[config.mk]
export PLATFORM = sky130hd
export DESIGN_NAME = circular_ema_angle_filter_flat
export DESIGN_NICKNAME = d
export VERILOG_FILES = /design/src/rtl/core/emaf_pkg.sv /design/src/rtl/core/emaf_if.sv /design/src/rtl/core/emaf_cordic.sv /design/src/rtl/core/emaf_div.sv /design/src/rtl/core/emaf_mul.sv /design/src/rtl/core/circular_ema_angle_filter.sv /design/src/flat_wrapper.sv
export SDC_FILE = /design/constraint.sdc
export NUM_CORES = 2
export LEC_CHECK = 0
export BUFFER_PORTS_ARGS = -buffer_cell sky130_fd_sc_hd__buf_4
export CAP_MARGIN = 20
export CORE_MARGIN = 1
export CORE_UTILIZATION = 55
export DETAILED_ROUTE_END_ITERATION = 12
export GPL_TIMING_DRIVEN = 0
export MAX_ROUTING_LAYER = met4
export PLACE_DENSITY = 0.78
export SLEW_MARGIN = 5
export SYNTH_ARGS = -nofsm -noshare
export SYNTH_HDL_FRONTEND = slang
export SYNTH_SLANG_ARGS = --single-unit
[constraint.sdc]
create_clock -name clk -period 14.9 [get_ports clk]
set_input_delay 2.235 -clock clk [delete_from_list [all_inputs] [get_ports clk]]
set_output_delay 2.235 -clock clk [all_outputs]
set_load 0.1 [all_outputs]
[src/rtl/core/emaf_pkg.sv]
`timescale 1ns / 1ps
`default_nettype none
package emaf_pkg;

  localparam int WARMUP_SAMPLES_DEF = 1;
  localparam int CORDIC_STEPS_DEF   = 16;
  localparam int FRACTION_BITS_DEF  = 8;

  localparam int ATAN_LEN = 24;
  localparam int IDX_W    = 5;
  localparam int CORDIC_W = 36;
  localparam int DIV_W    = 20;
  localparam int IN_FRAC  = 8;

  localparam logic [31:0] ATAN_TURNS [ATAN_LEN] = '{
    32'd536870912, 32'd316933406, 32'd167458907, 32'd85004756, 32'd42667331,
    32'd21354465, 32'd10679838, 32'd5340245, 32'd2670163, 32'd1335087,
    32'd667544, 32'd333772, 32'd166886, 32'd83443, 32'd41722, 32'd20861,
    32'd10430, 32'd5215, 32'd2608, 32'd1304, 32'd652, 32'd326, 32'd163, 32'd81
  };

  localparam logic [31:0] K_Q30      = 32'd652032874;
  localparam logic [31:0] TWO_PI_Q29 = 32'd3373259426;
  localparam logic [28:0] OUT_MAX    = 29'h1FFF_FFFF;

  // configuration register indexes
  localparam logic [1:0] CFG_CLOCKWISE = 2'd0;
  localparam logic [1:0] CFG_UNIT      = 2'd1;
  localparam logic [1:0] CFG_GAIN      = 2'd2;

  // unit codes
  localparam logic [3:0] UNIT_RAW    = 4'd1;
  localparam logic [3:0] UNIT_TURN   = 4'd2;
  localparam logic [3:0] UNIT_DEG    = 4'd3;
  localparam logic [3:0] UNIT_RAD    = 4'd4;
  localparam logic [3:0] UNIT_GRAD   = 4'd5;
  localparam logic [3:0] UNIT_ARCMIN = 4'd6;
  localparam logic [3:0] UNIT_ARCSEC = 4'd7;
  localparam logic [3:0] UNIT_MIL_N  = 4'd8;
  localparam logic [3:0] UNIT_MIL_S  = 4'd9;
  localparam logic [3:0] UNIT_MIL_R  = 4'd10;

  typedef enum logic {CORDIC_ROT, CORDIC_VEC} cordic_mode_t;

  typedef struct packed {
    logic                        start;
    cordic_mode_t                mode;
    logic signed [CORDIC_W-1:0]  x;
    logic signed [CORDIC_W-1:0]  y;
    logic [31:0]                 z;
  } cordic_cmd_t;

  typedef enum logic [4:0] {
    S_IDLE, S_SC_GO, S_SC_RUN, S_SC_POST,
    S_DVS_GO, S_DVS_RUN, S_DVC_GO, S_DVC_RUN,
    S_EMS_MUL, S_EMS_ADD, S_EMC_MUL, S_EMC_ADD,
    S_AT_GO, S_AT_RUN, S_AT_POST,
    S_UI_MUL, S_UI_RND, S_UA_MUL, S_UA_RND, S_DONE
  } seq_state_t;

  function automatic logic [31:0] unit_factor(input logic [3:0] u);
    logic [31:0] f;
    case (u)
      UNIT_TURN:   f = 32'd1;
      UNIT_DEG:    f = 32'd360;
      UNIT_RAD:    f = TWO_PI_Q29;
      UNIT_GRAD:   f = 32'd400;
      UNIT_ARCMIN: f = 32'd21600;
      UNIT_ARCSEC: f = 32'd1296000;
      UNIT_MIL_N:  f = 32'd6400;
      UNIT_MIL_S:  f = 32'd6300;
      UNIT_MIL_R:  f = 32'd6000;
      default:     f = 32'd16384;
    endcase
    return f;
  endfunction

endpackage
`default_nettype wire

[src/rtl/core/emaf_if.sv]
`timescale 1ns / 1ps
`default_nettype none
interface emaf_in_if;
  logic       valid;
  logic       ready;
  logic [7:0] angle_high_byte;
  logic [7:0] angle_low_byte;
  modport source (output valid, angle_high_byte, angle_low_byte, input ready);
  modport sink (input valid, angle_high_byte, angle_low_byte, output ready);
endinterface

interface emaf_out_if;
  logic        valid;
  logic        ready;
  logic [13:0] raw_angle;
  logic [28:0] instant_angle;
  logic [28:0] average_angle;
  logic        average_valid;
  modport source (output valid, raw_angle, instant_angle, average_angle, average_valid,
                  input ready);
  modport sink (input valid, raw_angle, instant_angle, average_angle, average_valid,
                output ready);
endinterface

interface emaf_cfg_if;
  logic        valid;
  logic        ready;
  logic [1:0]  index;
  logic [15:0] data;
  modport source (output valid, index, data, input ready);
  modport sink (input valid, index, data, output ready);
endinterface
`default_nettype wire

[src/rtl/core/emaf_cordic.sv]
`timescale 1ns / 1ps
`default_nettype none
module emaf_cordic #(
  parameter int CORDIC_STEPS = 16
) (
  input  wire                                   clk,
  input  wire                                   rst_n,
  input  emaf_pkg::cordic_cmd_t                 cmd,
  output logic                                  busy,
  output logic signed [emaf_pkg::CORDIC_W-1:0]  x,
  output logic signed [emaf_pkg::CORDIC_W-1:0]  y,
  output logic [31:0]                           z
);
  import emaf_pkg::*;

  localparam logic [IDX_W-1:0] LAST = IDX_W'(CORDIC_STEPS - 1);

  logic                       busy_r;
  logic [IDX_W-1:0]           step_r;
  cordic_mode_t               mode_r;
  logic signed [CORDIC_W-1:0] x_r, y_r;
  logic [31:0]                z_r;
  logic signed [CORDIC_W-1:0] xs, ys;
  logic                       sigma;

  assign xs = x_r >>> step_r;
  assign ys = y_r >>> step_r;
  // rotate toward zero residual angle, or toward the x axis when vectoring
  assign sigma = (mode_r == CORDIC_ROT) ? ~z_r[31] : y_r[CORDIC_W-1];

  always_ff @(posedge clk) begin
    if (!rst_n) begin
      busy_r <= 1'b0;
      step_r <= '0;
    end else if (cmd.start) begin
      busy_r <= 1'b1;
      step_r <= '0;
    end else if (busy_r) begin
      if (step_r == LAST) busy_r <= 1'b0;
      step_r <= step_r + 1'b1;
    end
  end

  always_ff @(posedge clk) begin
    if (cmd.start) begin
      mode_r <= cmd.mode;
      x_r    <= cmd.x;
      y_r    <= cmd.y;
      z_r    <= cmd.z;
    end else if (busy_r) begin
      if (sigma) begin
        x_r <= x_r - ys;
        y_r <= y_r + xs;
        z_r <= z_r - ATAN_TURNS[step_r];
      end else begin
        x_r <= x_r + ys;
        y_r <= y_r - xs;
        z_r <= z_r + ATAN_TURNS[step_r];
      end
    end
  end

  assign busy = busy_r;
  assign x    = x_r;
  assign y    = y_r;
  assign z    = z_r;
endmodule
`default_nettype wire

[src/rtl/core/emaf_div.sv]
`timescale 1ns / 1ps
`default_nettype none
module emaf_div #(
  parameter int DIVISOR = 2
) (
  input  wire signed [emaf_pkg::DIV_W-1:0]   num,
  input  wire signed [55:0]                  prod,
  output logic [22:0]                        mag,
  output logic [32:0]                        recip,
  output logic signed [emaf_pkg::DIV_W-1:0]  quot
);
  import emaf_pkg::*;

  // floor(n / DIVISOR) = (n * RECIP) >> RECIP_SH, exact for |n| below 2^19
  localparam int          RECIP_SH = 24;
  localparam logic [32:0] RECIP    = 33'((2**RECIP_SH + DIVISOR - 1) / DIVISOR);

  logic             neg;
  logic [DIV_W-1:0] m, q;

  assign neg = num[DIV_W-1];
  // floor division: a negative numerator takes the ceiling of its magnitude
  assign m     = neg ? (DIV_W'(-num) + DIV_W'(DIVISOR - 1)) : num;
  assign mag   = 23'(m);
  assign recip = RECIP;
  assign q     = prod[RECIP_SH +: DIV_W];
  assign quot  = neg ? -$signed(q) : $signed(q);
endmodule
`default_nettype wire

[src/rtl/core/emaf_mul.sv]
`timescale 1ns / 1ps
`default_nettype none
module emaf_mul (
  input  wire                clk,
  input  wire signed [22:0]  a,
  input  wire signed [32:0]  b,
  output logic signed [55:0] p
);
  logic signed [55:0] p_r;

  always_ff @(posedge clk) begin
    p_r <= 56'(a) * 56'(b);
  end

  assign p = p_r;
endmodule
`default_nettype wire

[src/rtl/core/circular_ema_angle_filter.sv]
`timescale 1ns / 1ps
`default_nettype none
// Circular-mean EMA filter for a 14-bit rotary angle.
// in_ch carries the two angle register bytes; out_ch returns the assembled
// angle, the instant angle and the averaged angle in the selected unit, and
// a flag set once warm-up is over and the average was updated by this item.
// cfg_ch writes clockwise (index 0), unit_select (1) and smoothing_gain (2);
// it is always ready and is meant to be written while no item is in flight.
// Writing clockwise also clears the sine/cosine averages and warm-up count.
// One item at a time: in_ch is ready only while the sequencer is idle.
// One shared CORDIC runs the sin/cos rotation and the atan2 vectoring, and one
// shared multiplier does the EMA, the warm-up divides (by reciprocal) and the
// unit scaling. Once warm-up is done an item runs the sin/cos rotation, the
// EMA of sine and cosine, the atan2 vectoring and then the scaling of the
// instant and the averaged angle. Warm-up items skip the EMA and atan2 and
// add the divided sine and cosine to the averages instead.
// The result sits in an output register; the next item is accepted while it
// waits, and a stalled receiver holds the sequencer only at its last step.
// Reset (rst_n low, synchronous) clears all filter state and restores config.
module circular_ema_angle_filter #(
  parameter int WARMUP_SAMPLES = emaf_pkg::WARMUP_SAMPLES_DEF,
  parameter int CORDIC_STEPS   = emaf_pkg::CORDIC_STEPS_DEF,
  parameter int FRACTION_BITS  = emaf_pkg::FRACTION_BITS_DEF
) (
  input  wire          clk,
  input  wire          rst_n,
  emaf_in_if.sink      in_ch,
  emaf_out_if.source   out_ch,
  emaf_cfg_if.sink     cfg_ch
);
  import emaf_pkg::*;

  localparam int SH_LIN = 22 - FRACTION_BITS;
  localparam int SH_RAD = 51 - FRACTION_BITS;

  seq_state_t state_r, state_nxt;

  logic        clockwise_r;
  logic [3:0]  unit_r;
  logic [15:0] gain_r;

  logic [13:0]        sample_r;
  logic [1:0]         quad_r;
  logic signed [17:0] sin_r, cos_r, ms_r, mc_r;
  logic [21:0]        mac_r;
  logic [4:0]         wc_r;
  logic               avg_ok_r;
  logic [28:0]        inst_r, avg_r;

  logic        out_valid_r;
  logic [13:0] out_raw_r;
  logic [28:0] out_inst_r, out_avg_r;
  logic        out_ok_r;

  logic        in_acc, cfg_acc, out_free, warm;
  logic [13:0] sample_in;

  cordic_cmd_t                cmd;
  logic                       c_busy;
  logic signed [CORDIC_W-1:0] c_x, c_y;
  logic [31:0]                c_z;

  logic signed [DIV_W-1:0] d_num, d_quot;
  logic [22:0]             d_mag;
  logic [32:0]             d_recip;

  logic signed [22:0] m_a;
  logic signed [32:0] m_b;
  logic signed [55:0] m_p;

  function automatic logic signed [17:0] sat18(input logic signed [40:0] v);
    if (v > 41'sd131071) return 18'sd131071;
    if (v < -41'sd131072) return -18'sd131072;
    return 18'(v);
  endfunction

  function automatic logic signed [17:0] trig_q16(input logic signed [CORDIC_W-1:0] v);
    logic signed [CORDIC_W-1:0] r;
    r = (v + CORDIC_W'(8192)) >>> 14;
    if (r > CORDIC_W'(65536)) return 18'sd65536;
    if (r < -CORDIC_W'(65536)) return -18'sd65536;
    return 18'(r);
  endfunction

  assign in_acc    = in_ch.valid && in_ch.ready;
  assign cfg_acc   = cfg_ch.valid && cfg_ch.ready;
  assign out_free  = !out_valid_r || out_ch.ready;
  assign warm      = wc_r < 5'(WARMUP_SAMPLES);
  assign sample_in = {in_ch.angle_high_byte, in_ch.angle_low_byte[5:0]};

  assign in_ch.ready  = (state_r == S_IDLE);
  assign cfg_ch.ready = 1'b1;

  emaf_cordic #(.CORDIC_STEPS(CORDIC_STEPS)) u_cordic (
    .clk(clk), .rst_n(rst_n), .cmd(cmd), .busy(c_busy), .x(c_x), .y(c_y), .z(c_z)
  );

  emaf_div #(.DIVISOR(2 * WARMUP_SAMPLES)) u_div (
    .num(d_num), .prod(m_p), .mag(d_mag), .recip(d_recip), .quot(d_quot)
  );

  emaf_mul u_mul (.clk(clk), .a(m_a), .b(m_b), .p(m_p));

  always_ff @(posedge clk) begin
    if (!rst_n) state_r <= S_IDLE;
    else        state_r <= state_nxt;
  end

  always_comb begin
    state_nxt = state_r;
    unique case (state_r)
      S_IDLE:    if (in_acc) state_nxt = S_SC_GO;
      S_SC_GO:   state_nxt = S_SC_RUN;
      S_SC_RUN:  if (!c_busy) state_nxt = S_SC_POST;
      S_SC_POST: state_nxt = warm ? S_DVS_GO : S_EMS_MUL;
      S_DVS_GO:  state_nxt = S_DVS_RUN;
      S_DVS_RUN: state_nxt = S_DVC_GO;
      S_DVC_GO:  state_nxt = S_DVC_RUN;
      S_DVC_RUN: state_nxt = S_UI_MUL;
      S_EMS_MUL: state_nxt = S_EMS_ADD;
      S_EMS_ADD: state_nxt = S_EMC_MUL;
      S_EMC_MUL: state_nxt = S_EMC_ADD;
      S_EMC_ADD: state_nxt = S_AT_GO;
      S_AT_GO:   state_nxt = S_AT_RUN;
      S_AT_RUN:  if (!c_busy) state_nxt = S_AT_POST;
      S_AT_POST: state_nxt = S_UI_MUL;
      S_UI_MUL:  state_nxt = S_UI_RND;
      S_UI_RND:  state_nxt = S_UA_MUL;
      S_UA_MUL:  state_nxt = S_UA_RND;
      S_UA_RND:  state_nxt = S_DONE;
      S_DONE:    if (out_free) state_nxt = S_IDLE;
      default:   state_nxt = S_IDLE;
    endcase
  end

  // unit operand commands
  logic [31:0] rot_p, rot_q, rot_d;
  logic signed [CORDIC_W-1:0] vx, vy;

  assign rot_p = {sample_r, 18'b0};
  assign rot_q = rot_p + 32'h2000_0000;
  assign rot_d = rot_p - {rot_q[31:30], 30'b0};
  assign vx    = CORDIC_W'(mc_r) <<< 14;
  assign vy    = CORDIC_W'(ms_r) <<< 14;

  // warm-up numerator 2*s + WARMUP_SAMPLES, cosine while in the cosine divide
  assign d_num = ((state_r == S_DVC_GO || state_r == S_DVC_RUN) ?
                  (DIV_W'(cos_r) <<< 1) : (DIV_W'(sin_r) <<< 1)) + DIV_W'(WARMUP_SAMPLES);

  always_comb begin
    cmd       = '0;
    cmd.mode  = CORDIC_ROT;
    m_a       = '0;
    m_b       = '0;
    unique case (state_r)
      S_SC_GO: begin
        cmd.start = 1'b1;
        cmd.x     = CORDIC_W'(K_Q30);
        cmd.z     = rot_d;
      end
      S_AT_GO: begin
        cmd.start = 1'b1;
        cmd.mode  = CORDIC_VEC;
        // left half plane: flip the vector and start half a turn around
        if (mc_r < 0) begin
          cmd.x = -vx;
          cmd.y = -vy;
          cmd.z = 32'h8000_0000;
        end else begin
          cmd.x = vx;
          cmd.y = vy;
        end
      end
      S_DVS_GO, S_DVC_GO: begin
        m_a = d_mag;
        m_b = d_recip;
      end
      S_EMS_MUL: begin
        m_a = 23'(sin_r) - 23'(ms_r);
        m_b = {17'b0, gain_r};
      end
      S_EMC_MUL: begin
        m_a = 23'(cos_r) - 23'(mc_r);
        m_b = {17'b0, gain_r};
      end
      S_UI_MUL: begin
        m_a = {1'b0, sample_r, 8'b0};
        m_b = {1'b0, unit_factor(unit_r)};
      end
      S_UA_MUL: begin
        m_a = {1'b0, mac_r};
        m_b = {1'b0, unit_factor(unit_r)};
      end
      default: ;
    endcase
  end

  // rounding of the scaled product
  logic [55:0] pu, r_lin, r_rad, r_sel;
  logic [28:0] scaled;
  logic signed [39:0] ema_t;
  logic [32:0] z_rnd;

  assign pu     = m_p;
  assign r_lin  = (pu + (56'(1) << (SH_LIN - 1))) >> SH_LIN;
  assign r_rad  = (pu + (56'(1) << (SH_RAD - 1))) >> SH_RAD;
  assign r_sel  = (unit_r == UNIT_RAD) ? r_rad : r_lin;
  assign scaled = (r_sel > 56'(OUT_MAX)) ? OUT_MAX : r_sel[28:0];
  assign ema_t  = 40'((m_p + 56'sd32768) >>> 16);
  assign z_rnd  = {1'b0, c_z} + 33'd512;

  always_ff @(posedge clk) begin
    if (!rst_n) begin
      clockwise_r <= 1'b0;
      unit_r      <= UNIT_RAW;
      gain_r      <= 16'd21845;
      ms_r        <= '0;
      mc_r        <= '0;
      mac_r       <= '0;
      wc_r        <= '0;
    end else begin
      if (cfg_acc) begin
        unique case (cfg_ch.index)
          CFG_CLOCKWISE: begin
            clockwise_r <= cfg_ch.data[0];
            ms_r        <= '0;
            mc_r        <= '0;
            mac_r       <= '0;
            wc_r        <= '0;
          end
          CFG_UNIT: unit_r <= cfg_ch.data[3:0];
          CFG_GAIN: gain_r <= cfg_ch.data;
          default: ;
        endcase
      end
      case (state_r)
        S_DVS_RUN: ms_r <= sat18(41'(ms_r) + 41'(d_quot));
        S_DVC_RUN: begin
          mc_r <= sat18(41'(mc_r) + 41'(d_quot));
          wc_r <= wc_r + 1'b1;
        end
        S_EMS_ADD: ms_r <= sat18(41'(ms_r) + 41'(ema_t));
        S_EMC_ADD: mc_r <= sat18(41'(mc_r) + 41'(ema_t));
        S_AT_POST: mac_r <= (ms_r == 0 && mc_r == 0) ? 22'd0 : z_rnd[31:10];
        default: ;
      endcase
    end
  end

  logic signed [17:0] tc, ts;
  assign tc = trig_q16(c_x);
  assign ts = trig_q16(c_y);

  always_ff @(posedge clk) begin
    case (state_r)
      S_IDLE: if (in_acc) begin
        sample_r <= clockwise_r ? (14'h3FFF - sample_in) : sample_in;
        avg_ok_r <= 1'b0;
      end
      S_SC_GO: quad_r <= rot_q[31:30];
      S_SC_POST: begin
        case (quad_r)
          2'd0:    begin cos_r <= tc;  sin_r <= ts;  end
          2'd1:    begin cos_r <= -ts; sin_r <= tc;  end
          2'd2:    begin cos_r <= -tc; sin_r <= -ts; end
          default: begin cos_r <= ts;  sin_r <= -tc; end
        endcase
      end
      S_AT_POST: avg_ok_r <= 1'b1;
      S_UI_RND:  inst_r <= scaled;
      S_UA_RND:  avg_r <= scaled;
      default: ;
    endcase
  end

  always_ff @(posedge clk) begin
    if (!rst_n) begin
      out_valid_r <= 1'b0;
    end else if (state_r == S_DONE && out_free) begin
      out_valid_r <= 1'b1;
    end else if (out_ch.ready) begin
      out_valid_r <= 1'b0;
    end
  end

  always_ff @(posedge clk) begin
    if (state_r == S_DONE && out_free) begin
      out_raw_r  <= sample_r;
      out_inst_r <= inst_r;
      out_avg_r  <= avg_r;
      out_ok_r   <= avg_ok_r;
    end
  end

  assign out_ch.valid         = out_valid_r;
  assign out_ch.raw_angle     = out_raw_r;
  assign out_ch.instant_angle = out_inst_r;
  assign out_ch.average_angle = out_avg_r;
  assign out_ch.average_valid = out_ok_r;
endmodule
`default_nettype wire
[src/flat_wrapper.sv]
// flat-port wrapper written by rule: the top's interface ports become plain ports
module circular_ema_angle_filter_flat import emaf_pkg::*;
#(
  parameter int WARMUP_SAMPLES = emaf_pkg::WARMUP_SAMPLES_DEF,
  parameter int CORDIC_STEPS   = emaf_pkg::CORDIC_STEPS_DEF,
  parameter int FRACTION_BITS  = emaf_pkg::FRACTION_BITS_DEF
)
  (clk, rst_n, in_ch_valid, in_ch_angle_high_byte, in_ch_angle_low_byte, in_ch_ready, out_ch_valid, out_ch_raw_angle, out_ch_instant_angle, out_ch_average_angle, out_ch_average_valid, out_ch_ready, cfg_ch_valid, cfg_ch_index, cfg_ch_data, cfg_ch_ready);
  emaf_in_if in_ch_i ();
  emaf_out_if out_ch_i ();
  emaf_cfg_if cfg_ch_i ();
  input  wire clk;
  input  wire rst_n;
  input wire logic [$bits(in_ch_i.valid)-1:0] in_ch_valid;
  input wire logic [$bits(in_ch_i.angle_high_byte)-1:0] in_ch_angle_high_byte;
  input wire logic [$bits(in_ch_i.angle_low_byte)-1:0] in_ch_angle_low_byte;
  output wire logic [$bits(in_ch_i.ready)-1:0] in_ch_ready;
  output wire logic [$bits(out_ch_i.valid)-1:0] out_ch_valid;
  output wire logic [$bits(out_ch_i.raw_angle)-1:0] out_ch_raw_angle;
  output wire logic [$bits(out_ch_i.instant_angle)-1:0] out_ch_instant_angle;
  output wire logic [$bits(out_ch_i.average_angle)-1:0] out_ch_average_angle;
  output wire logic [$bits(out_ch_i.average_valid)-1:0] out_ch_average_valid;
  input wire logic [$bits(out_ch_i.ready)-1:0] out_ch_ready;
  input wire logic [$bits(cfg_ch_i.valid)-1:0] cfg_ch_valid;
  input wire logic [$bits(cfg_ch_i.index)-1:0] cfg_ch_index;
  input wire logic [$bits(cfg_ch_i.data)-1:0] cfg_ch_data;
  output wire logic [$bits(cfg_ch_i.ready)-1:0] cfg_ch_ready;
  assign in_ch_i.valid = in_ch_valid;
  assign in_ch_i.angle_high_byte = in_ch_angle_high_byte;
  assign in_ch_i.angle_low_byte = in_ch_angle_low_byte;
  assign in_ch_ready = in_ch_i.ready;
  assign out_ch_valid = out_ch_i.valid;
  assign out_ch_raw_angle = out_ch_i.raw_angle;
  assign out_ch_instant_angle = out_ch_i.instant_angle;
  assign out_ch_average_angle = out_ch_i.average_angle;
  assign out_ch_average_valid = out_ch_i.average_valid;
  assign out_ch_i.ready = out_ch_ready;
  assign cfg_ch_i.valid = cfg_ch_valid;
  assign cfg_ch_i.index = cfg_ch_index;
  assign cfg_ch_i.data = cfg_ch_data;
  assign cfg_ch_ready = cfg_ch_i.ready;
  circular_ema_angle_filter #(.WARMUP_SAMPLES(WARMUP_SAMPLES), .CORDIC_STEPS(CORDIC_STEPS), .FRACTION_BITS(FRACTION_BITS)) u_core (.clk(clk), .rst_n(rst_n), .in_ch(in_ch_i), .out_ch(out_ch_i), .cfg_ch(cfg_ch_i));
endmodule
==> run metrics <==
Post-DP HPWL 203.9 mm; Crit-path slowest cell a221oi_1; Crit. End Element register; Synth Instances 7233; Final Cell Area 0.06775 mm^2; arrival time at the worst endpoint 13930 ps; vias per cell 6.425; clk sinks 444; layout cells sized above 1 7.139%; Die H 339.4 um; leak pwr 30.63 nW; first drt pass iteration count 7; synthesis-to-layout area growth 8.229%; Final Skew 33.75 ps; EDFF count, synth 289; num rows 123; Final Max Tran Viols 0; max_slew headroom 0.2855%; final hold slack 416.3 ps; count of cell types in the netlist 114; Hold WC Path Type reg2reg; number of global-route vias before repair 56200; worst vdd ir 0.0003015 V; RSZ-0062 raised after global routing no; Routed Antenna Nets 0; worst slack, placed 1950 ps; Final GP Congestion 1.078; post-synthesis sequential area ratio 18.82%; GRT Total Usage 44.01%; hold_buf cts 0; I/O pin count 115; Final nets 8534; Max Clock Freq 0.07498 GHz; startpoint types register; clock root cell clkbuf_16; synth top area cells fa_1 16%, edfxtp_1 14%, ha_1 11%, dfxtp_1 5.0%, inv_1 4.8%; full die area 0.1152 mm^2; Final Hold Viols 0; Multi-input gate area 0.04651 mm^2; initial core utilization 55.57%; fillers 10120; Clock Latency Late Sink 680 ps; Num CTS Buffers 53; Yosys top cell by area fa_1; crit path time final 13340 ps; DIE WIDTH 339.4 um; syn_area_per_cell 8.655 um^2; Cell Area, Synth 0.06260 mm^2; H-tree levels 2; CP max FO 10; area occupied by registers 0.01178 mm^2; worst slew pin tran 1496 ps; CP Class reg2reg; CP most frequent cell fa_1; core area 0.1127 mm^2; DRC 0; TritonCTS clock tree yes; placed cell area 0.06582 mm^2; asr flop ratio synth 0%; Yosys warning total 0; power density of the placed cells 159.8 mW/mm^2; CTS clk-pin slew, worst paths 70 ps; Remaining Overflow, GRT 0; Worst EP required 15490 ps; Avg WL per Cell 27.75 um; post-synth top area share 16.09%; Via Count 57740; Tcrit/Tclk final 89.51%; PnR worst setup slack 1563 ps; Clock Path Buffers 3; max-cap violations 0; #FFs+latches synth 444; Setup Buffers After CTS 0; # setup viols final 0; top_reg_cell synth edfxtp_1; antenna violations before repair 6; status finished clean; Worst path max stage delay 680 ps; Initial DRC Count 6508; first-pass GRT wire length 363.8 mm; Post-CTS Resized 0; IO buf count 110; setup TNS 0 ps; pin count of the biggest net entering global routing 47; r2r setup slk 1560 ps; DRT Wirelength 249.4 mm
-- flip-flops by register name (all words and copies together) (netlist names), 16 cells and up, named ones only --
signal / cells
u_core.cos_r: 18
u_core.u_cordic.x: 36
u_core.avg_r: 29
u_core.u_cordic.z: 32
u_core.gain_r: 16
u_core.sin_r: 18
u_core.u_cordic.y: 36
u_core.u_mul.p: 43
u_core.mac_r: 22
u_core.out_ch.average_angle: 29
u_core.out_ch.instant_angle: 29
u_core.inst_r: 29
u_core.mc_r: 18
u_core.ms_r: 18
-- placed cells by master (no fill, tap or decap), types with 30 or more instances in the layout --
cell type and count:
nand2b_1 81, o211ai_1 38, a21oi_1 401, inv_1 798, a31oi_1 81, a21o_1 146
o21bai_1 41, nor2b_1 57, mux4_2 110, ha_1 557, and3_1 63, o21ai_0 348
clkbuf_16 53, or3_1 34, buf_4 127, edfxtp_1 289, xor2_1 232, a211o_1 30
dfxtp_1 154, a211oi_1 49, mux2_2 36, or2_2 30, fa_1 503, buf_2 31
o21a_1 67, and2_1 71, o22ai_1 40, nand3_1 156, clkbuf_1 284, o31ai_1 44
nand2_1 725, a22oi_1 47, xnor2_1 320, mux2i_1 82, nand4_1 72, nor2_1 618
a21boi_0 33, nor3_1 126
-- stage by stage --
stage               power [mW]  std cells  utilization [%]
floorplan                7.034       7235                -
global placement         8.938       8845            57.98
detailed placement       9.106       8874            58.43
CTS                      10.55       8974            60.08
global route             11.39       8985            60.14
finish                   10.83       8986            60.14
-- area by class of cell --
cell class                 count  area share (%)
timing repair buffer         145           1.843
inverter                     806           4.465
multi-input combinational   5636           68.65
sequential                   444           17.39
clock buffer                  60           2.026
tap                         1500           2.770
antenna                        6         0.02216
buffer                       349           2.109
clock inverter                40          0.7258
-- cells by family after synthesis --
group	Yosys count	synth area share, %
AOI/OAI and AO/OA	1607	16.81
DFF	444	18.82
xor gates and xnor gates	552	7.723
adders and majority gates	1060	27.22
muxes	231	6.024
other	2	0.01200
buffers and inverters	1155	7.115
and+or+nand+nor	2182	16.28
-- report_power, final --
group / internal, mW / leakage, nW / switching [mW]
logic: 2.78 / 25.8 / 4.53
clock network: 0.811 / 0.885 / 0.591
registers: 1.77 / 3.95 / 0.345
-- final timing paths --
check / start / to / depth (start not counted)
worst max register to register: u_core.state_r[1] / u_core.u_mul.p[54] / 41
worst max-delay path: u_core.state_r[1] / u_core.u_mul.p[54] / 41
worst min register to register: u_core.inst_r[7] / u_core.out_ch.instant_angle[7] / 0
worst min-delay path: u_core.inst_r[7] / u_core.out_ch.instant_angle[7] / 0
-- synthesized netlist by cell type (18+ instances only) --
cell        n
inv_1     798
nand2_1   725
nor2_1    620
ha_1      557
fa_1      503
a21oi_1   402
o21ai_0   348
xnor2_1   320
edfxtp_1  289
clkbuf_1  279
xor2_1    232
nand3_1   156
dfxtp_1   155
a21o_1    146
nor3_1    127
mux4_2    110
mux2i_1    82
a31oi_1    81
nand2b_1   81
nand4_1    72
and2_1     71
o21a_1     67
and3_1     63
nor2b_1    58
a211oi_1   49
a22oi_1    47
o31ai_1    47
o21bai_1   41
o22ai_1    40
o211ai_1   38
mux2_2     36
or3_1      35
a21boi_0   33
a211o_1    30
or2_2      30
a22o_1     29
buf_1      29
a221oi_1   28
buf_2      27
nor4_1     25
nor3b_1    22
a221o_1    20
and4_1     18
nand3b_1   18
-- metal layers --
metal	vias to the layer above	share of wire [%]	track usage, %
met4	0	9.5	33.85
met5	-	0	-
li1	25580	-	-
met2	3301	44	66.99
met1	28010	37	51.71
met3	843	9.3	7.930
-- worst max-delay path: cells and delay by family, from the launching register on --
family                   cells  cell delay (ps)
AO/OA/AOI/OAI               13             4140
XOR/XNOR                     2              300
adder cells (fa/ha/maj)      9             4030
buffers and inverters        9             2320
flip-flops                   1              310
multiplexers                 1              350
AND/OR/NAND/NOR              7             1730
No activity file was read; power rests on OpenSTA's default activity.
